[src/design/drsa_pkg.sv]
package drsa_pkg;

    localparam int IDX_W          = 10;
    localparam int IN_DATA_W      = 32;
    localparam int ROW_W          = 4;
    localparam int POS_W          = 9;
    localparam int HI_W           = 11;
    localparam int STAT_W         = 2;
    localparam int OP_W           = 2;
    localparam int CNT_W          = 10;
    localparam int FW             = 32;
    localparam int FBIT_W         = 5;
    localparam int FADDR_W        = IDX_W - FBIT_W;
    localparam int NFWORDS        = 2 ** FADDR_W;
    localparam int DEF_ROWS       = 10;
    localparam int DEF_DATA_WIDTH = 32;

    localparam int S_TDATA_W      = 48;
    localparam int S_TUSER_W      = OP_W;
    localparam int M_TDATA_W      = 64;
    localparam int M_TUSER_W      = STAT_W;

    // Output word layout
    localparam int OUT_ROW_LSB    = IN_DATA_W;
    localparam int OUT_POS_LSB    = OUT_ROW_LSB + ROW_W;
    localparam int OUT_HI_LSB     = OUT_POS_LSB + POS_W;
    localparam int OUT_REL_BIT    = OUT_HI_LSB + HI_W;
    localparam int OUT_PAD_W      = M_TDATA_W - OUT_REL_BIT - 1;

    typedef enum logic [OP_W-1:0] {
        OP_SET = 2'd0,
        OP_GET = 2'd1,
        OP_DEL = 2'd2,
        OP_NOP = 2'd3
    } t_op;

    typedef enum logic [STAT_W-1:0] {
        ST_OK    = 2'd0,
        ST_RANGE = 2'd1,
        ST_UNSET = 2'd2
    } t_status;

    typedef enum logic [1:0] {
        S_IDLE,
        S_EXEC,
        S_SCAN
    } t_state;

    typedef struct packed {
        logic               re;
        logic [FADDR_W-1:0] raddr;
        logic               we;
        logic [FADDR_W-1:0] waddr;
        logic [FW-1:0]      wdata;
    } t_flag_req;

    typedef struct packed {
        logic             re;
        logic [IDX_W-1:0] raddr;
        logic             we;
        logic [IDX_W-1:0] waddr;
    } t_elem_req;

    typedef struct packed {
        logic [ROW_W-1:0] row;
        logic [POS_W-1:0] pos;
    } t_rowpos;

    // Row is the position of the leading one of index+1; position is what
    // remains once that bit is dropped.
    function automatic t_rowpos row_decode(input logic [IDX_W-1:0] idx);
        logic [IDX_W:0] n;
        int             r;
        t_rowpos        rp;
        n = {1'b0, idx} + (IDX_W+1)'(1);
        r = 0;
        for (int i = 0; i <= IDX_W; i++) begin
            if (n[i]) r = i;
        end
        rp.row = ROW_W'(r);
        rp.pos = POS_W'(n ^ ((IDX_W+1)'(1) << r));
        return rp;
    endfunction

    function automatic logic [FBIT_W-1:0] msb_pos(input logic [FW-1:0] w);
        logic [FBIT_W-1:0] p;
        p = '0;
        for (int i = 0; i < FW; i++) begin
            if (w[i]) p = FBIT_W'(i);
        end
        return p;
    endfunction

endpackage

[src/design/drsa_flag_store.sv]
module drsa_flag_store
    import drsa_pkg::*;
(
    input  logic          i_clk,
    input  logic          i_rst_n,
    input  t_flag_req     i_req,
    output logic [FW-1:0] o_rdata
);

    logic [FW-1:0]      r_mem [NFWORDS];
    logic [NFWORDS-1:0] r_valid;
    logic [FW-1:0]      r_rdata;
    logic               r_rvalid;

    // A word never written since reset reads as all clear.
    always_ff @(posedge i_clk) begin
        if (!i_rst_n) begin
            r_valid  <= '0;
            r_rvalid <= 1'b0;
        end else begin
            if (i_req.we) begin
                r_valid[i_req.waddr] <= 1'b1;
            end
            if (i_req.re) begin
                r_rvalid <= r_valid[i_req.raddr];
            end
        end
    end

    always_ff @(posedge i_clk) begin
        if (i_req.we) begin
            r_mem[i_req.waddr] <= i_req.wdata;
        end
        if (i_req.re) begin
            r_rdata <= r_mem[i_req.raddr];
        end
    end

    assign o_rdata = r_rvalid ? r_rdata : '0;

endmodule

[config.mk]
export PLATFORM = sky130hd
export DESIGN_NAME = drsa_flag_store
export DESIGN_NICKNAME = d
export VERILOG_FILES = /design/src/design/drsa_pkg.sv /design/src/design/drsa_flag_store.sv
export SDC_FILE = /design/constraint.sdc
export NUM_CORES = 1
export LEC_CHECK = 0
export ABC_CLOCK_PERIOD_IN_PS = 5050
export BUFFER_PORTS_ARGS = -buffer_cell sky130_fd_sc_hd__buf_2
export CORE_AREA = 5 5 328 330
export DETAILED_ROUTE_END_ITERATION = 10
export DIE_AREA = 0 0 333 335
export GPL_TIMING_DRIVEN = 0
export PLACE_DENSITY = 0.55
export SYNTH_ARGS = -nofsm -noshare
export SYNTH_HDL_FRONTEND = slang
export SYNTH_SLANG_ARGS = --single-unit
[constraint.sdc]
create_clock -name i_clk -period 5.05 [get_ports i_clk]
set_clock_uncertainty 0.15 [all_clocks]
set_input_delay 0.505 -clock i_clk [delete_from_list [all_inputs] [get_ports i_clk]]
set_output_delay 0.505 -clock i_clk [all_outputs]
set_load 0.05 [all_outputs]
Word level (Yosys, flattened, before mapping). Memories as Yosys holds them, arrays and structs flattened. A register that Yosys moved wholly into a read port is not among the register bits. Index checks and enable logic that the tools add are counted.

Flip-flop bits (word level): 33. RAM bits: 1024. Output and inout bits: 32. Word-level logic and storage cells: 15. Memories kept: 1.

$lt $le $gt $ge: 3. Multiplexer cells: 7. Bitwise logic cells: 1. Reduce and logical (&&, ||, !) cells: 1.

Memories: r_mem (words 32, bits a word 32, read ports 1, clocked after memory_dff 1, write ports 1, line drsa_flag_store.sv:10) `logic [FW-1:0] r_mem [NFWORDS];`.

Operator list (count): $mux 32 (1); $or 32x32->32 (1); $lt 5x6->1 const B (2); $bmux 1 s5 (1); $demux 1 s5 (1); $ge 5x1->1 const B (1); $mux 1 (4); $logic_and 1x1->1 (1).

Logic depth before layout (Yosys ltp).
Depth in word-level cells: 5. Depth in mapped cells: 9. Mapped depth without buffers: 5.

Worst setup path after synthesis. Ideal clock, no wire load.

Path type: in2reg. Start point: input i_req[32] (netlist bit). End point: memory r_mem[12][0] (enable). Arrival: 2.549 ns. Data required time: 4.477 ns. Slack: 1.928 ns. Stages on the path: 3. Cell sequence: or3b_2 > clkbuf_1 > nor2_1.

RTL lines: start, declared (line drsa_flag_store.sv:6) `input t_flag_req i_req,`; end, declared (line drsa_flag_store.sv:10).

No word-level cell before the write port.

==> results.ini <==
[worst_hold_path]
hold_path.class = in -> reg

[critical_path]
slowest_delay_ps = 1030
crit_path_frequent_cell = clkbuf_1
crit_path_leading_delay_family = buffers and inverters
crit_path_start_kind = primary input
cpMaxStageDelayCell = clkbuf_1
crit_chain = clkbuf_1 > clkbuf_1 > clkbuf_1 > mux4_2 > mux4_2 > mux2_2
timing.critical_path.fanout_max = 10
timing.critical_path.arrival_ps = 4080
crit_type = in -> reg
endpoint_kind = flip-flop
worst-path-buf-inv = 3
critPathRequiredTime_ps = 5320

[floorplan]
dieArea_um2 = 112000
floorplan.core_area_um2 = 105000
pin_count = 78
floorplan.rows = 119
floorplan.initialDensity = 0.395
die_y_um = 335
chipWidth_um = 333

[yosys]
yosys_register_bits = 1089
post_synth.cell_area_avg_um2 = 24.6
synthFlopType = edfxtp_1
ys_top_cells_by_count = 1056 x edfxtp_1, 320 x mux4_2, 49 x clkbuf_1, 34 x nor2_1
synth.distinct_cells = 26
seq_area_frac_synth = 0.784
synth_most_common_cell = edfxtp_1
synth_async_sr_flop_share = 0
synth.cell_area_um2 = 41300
post-synth-top-area-cell = edfxtp_1
number_of_warnings_printed_during_yosys_synthesis = 0
mappedNetlistNets = 1724
synth-edff-count = 1056
synth.area.top_cells = edfxtp_1 77%, mux4_2 17%, dfxtp_1 1.6%
syn-instance-count = 1678
synth.top_cell.area_share = 0.768

[sta]
final_max_slew_viol_count = 0
worst_slew_pin_slew_ps = 1340
maxSlewHeadroom = 0.108
final_hold_violation_count = 0
period_needed_ps = 3810
final-setup-viol-count = 0
fin_hold_ws_ps = 163
final.period_utilization = 0.754
grt_setup_unrepaired = false
maxClockFrequency_mhz = 263

[detailed_routing]
detail_route.vias_per_cell = 5.52
detail-route-antenna-nets = 0
drt-pass1-iter-count = 5
vias = 18700
totalWireLength_um = 102000
route.detailed.drc = 0
drt_iter0_markers = 1927
avgRoutedWirePerCell_um = 30.2

[global_routing]
antenna_violations_before_repair = 1
first_global_vias = 19900
maximum_number_of_pins_on_one_net_before_global_route_repair = 35
grt_overflow = 0
globalRouteTotalUtil = 0.183
wire_length_of_the_first_global_routing_pass_um = 146000

[finish]
design.final.nets = 1949
layout.filler_cells = 8628
layout.area.seq_um2 = 32400
flow.area_growth_from_synthesis_pct = 16.3
final_core_utilization = 0.460
drive_gt1_frac = 0.345
multi_input_comb_area_um2 = 8760

[run_status]
run_status = completed

[placed_design]
port_buffers = 72
post-dp-hpwl_um = 66100
gp_congestion = 0.748

[clock_network]
tritoncts = yes
cts-buffers-inserted = 111
clk_root_buffer_cell = clkbuf_16
clkSinkCount = 1089
worstSkewPairLatency_ps = 680
cts_post_setup_buffers_inserted = 0
cts_buffer_depth = 3
htree_num_levels = 3
worst_setup_hold_path_clk_slew_ps = 60

[job]
drv_cap = 0

[power_and_ir_drop]
power_leakage_nw = 15.0
totalPowerFinal_mw = 19.0
ir_drop_mv = 0.229
cellPowerDensity_nw_per_um2 = 395

==> area by class of cell <==
cell class	instances	area share
repair buffers	112	0.0258
multi-input cells	503	0.182
clock inverters	68	0.0111
clock buffers	136	0.0622
well taps	1391	0.0362
flip-flops and latches	1089	0.674
diodes	1	0.0000521
plain buffers	86	0.00862
==> timing repair <==
action,4_1_cts,5_1_grt
gates resized for setup,0,0
endpoints found under the setup margin,0,0
endpoints found under the hold margin,1,0
hold buffers,1,0
==> power by group <==
part | internal, mW | switching, mW | leakage [nW] | total [mW]
clock network | 4.58 | 3.34 | 1.74 | 7.93
registers | 10.0 | 0.0314 | 9.80 | 10.1
logic | 0.397 | 0.593 | 3.41 | 0.990
==> flip-flops by register name, indices dropped and copies added, names as in the netlist <==
signal	cells
r_valid	32
r_rdata	32
r_rvalid	1
r_mem	1024
==> metrics by stage <==
step	setup TNS (ps)	setup slack, ps	area [um^2]	cells
5_1_grt	0	1210	48000	3385
4_1_cts	0	1260	48000	3385
6_report	0	1240	48000	3386
3_5_place_dp	0	552	44500	3180
2_1_floorplan	0	1930	41300	1678
3_3_place_gp	-176170	-482	43400	3141
==> worst paths after layout <==
check                  endpoint           from  cells past startpoint  slack (ps)
hold / removal    r_mem[18][28]      i_req[28]                      1         160
setup reg to reg    r_rdata[18]  r_mem[14][18]                      3        2930
setup / recovery     r_rdata[6]      i_req[39]                      6        1240
hold reg to reg     r_valid[30]    r_valid[30]                      1         320
==> placed cells by master (no fill, tap or decap) <==
master	n
nand3_1	6
clkbuf_8	3
nand3b_1	5
buf_12	27
mux4_2	320
diode_2	1
buf_1	6
nor2_1	2
clkbuf_1	67
or3b_2	3
dfxtp_1	33
dlygate4sd3_1	1
clkbuf_16	115
o21a_1	32
nand2b_1	2
buf_4	1
inv_6	4
or3_1	1
edfxtp_1	1056
bufinv_16	8
nor2_4	32
clkinv_4	3
buf_2	94
nor2b_1	2
clkinvlp_4	1
buf_6	8
and2_1	33
a31oi_1	1
buf_16	12
clkinv_2	24
clkinv_1	28
a22oi_1	4
o21ai_0	1
a21oi_1	3
a211oi_1	1
and3_1	1
mux2_2	32
mux2i_1	16
nand2_1	6
==> per-layer routing <==
layer  vias to the layer above  wire, um  track usage
li1                       7694         -            -
met1                     10400     44400        0.259
met2                       516     50900        0.304
met3                       128      5080       0.0295
met4                         0      1930       0.0427
met5                         -         0            0
==> cells by family (layout without fill, tap and decap cells) <==
logic type	after synthesis	count (layout)	share of synthesized area
AND/OR/NAND/NOR	93	93	0.0118
flip-flops	1089	1089	0.784
buffers and inverters	86	402	0.0100
multiplexers	368	368	0.187
other	0	1	0
AO/OA/AOI/OAI	42	42	0.00736
==> worst register-to-register path: cells and delay by family (launching register included) <==
family | cells | cell delay [ps]
DFF | 1 | 390
muxes | 3 | 1330
Note: power is estimated with default switching activity, not from simulation.
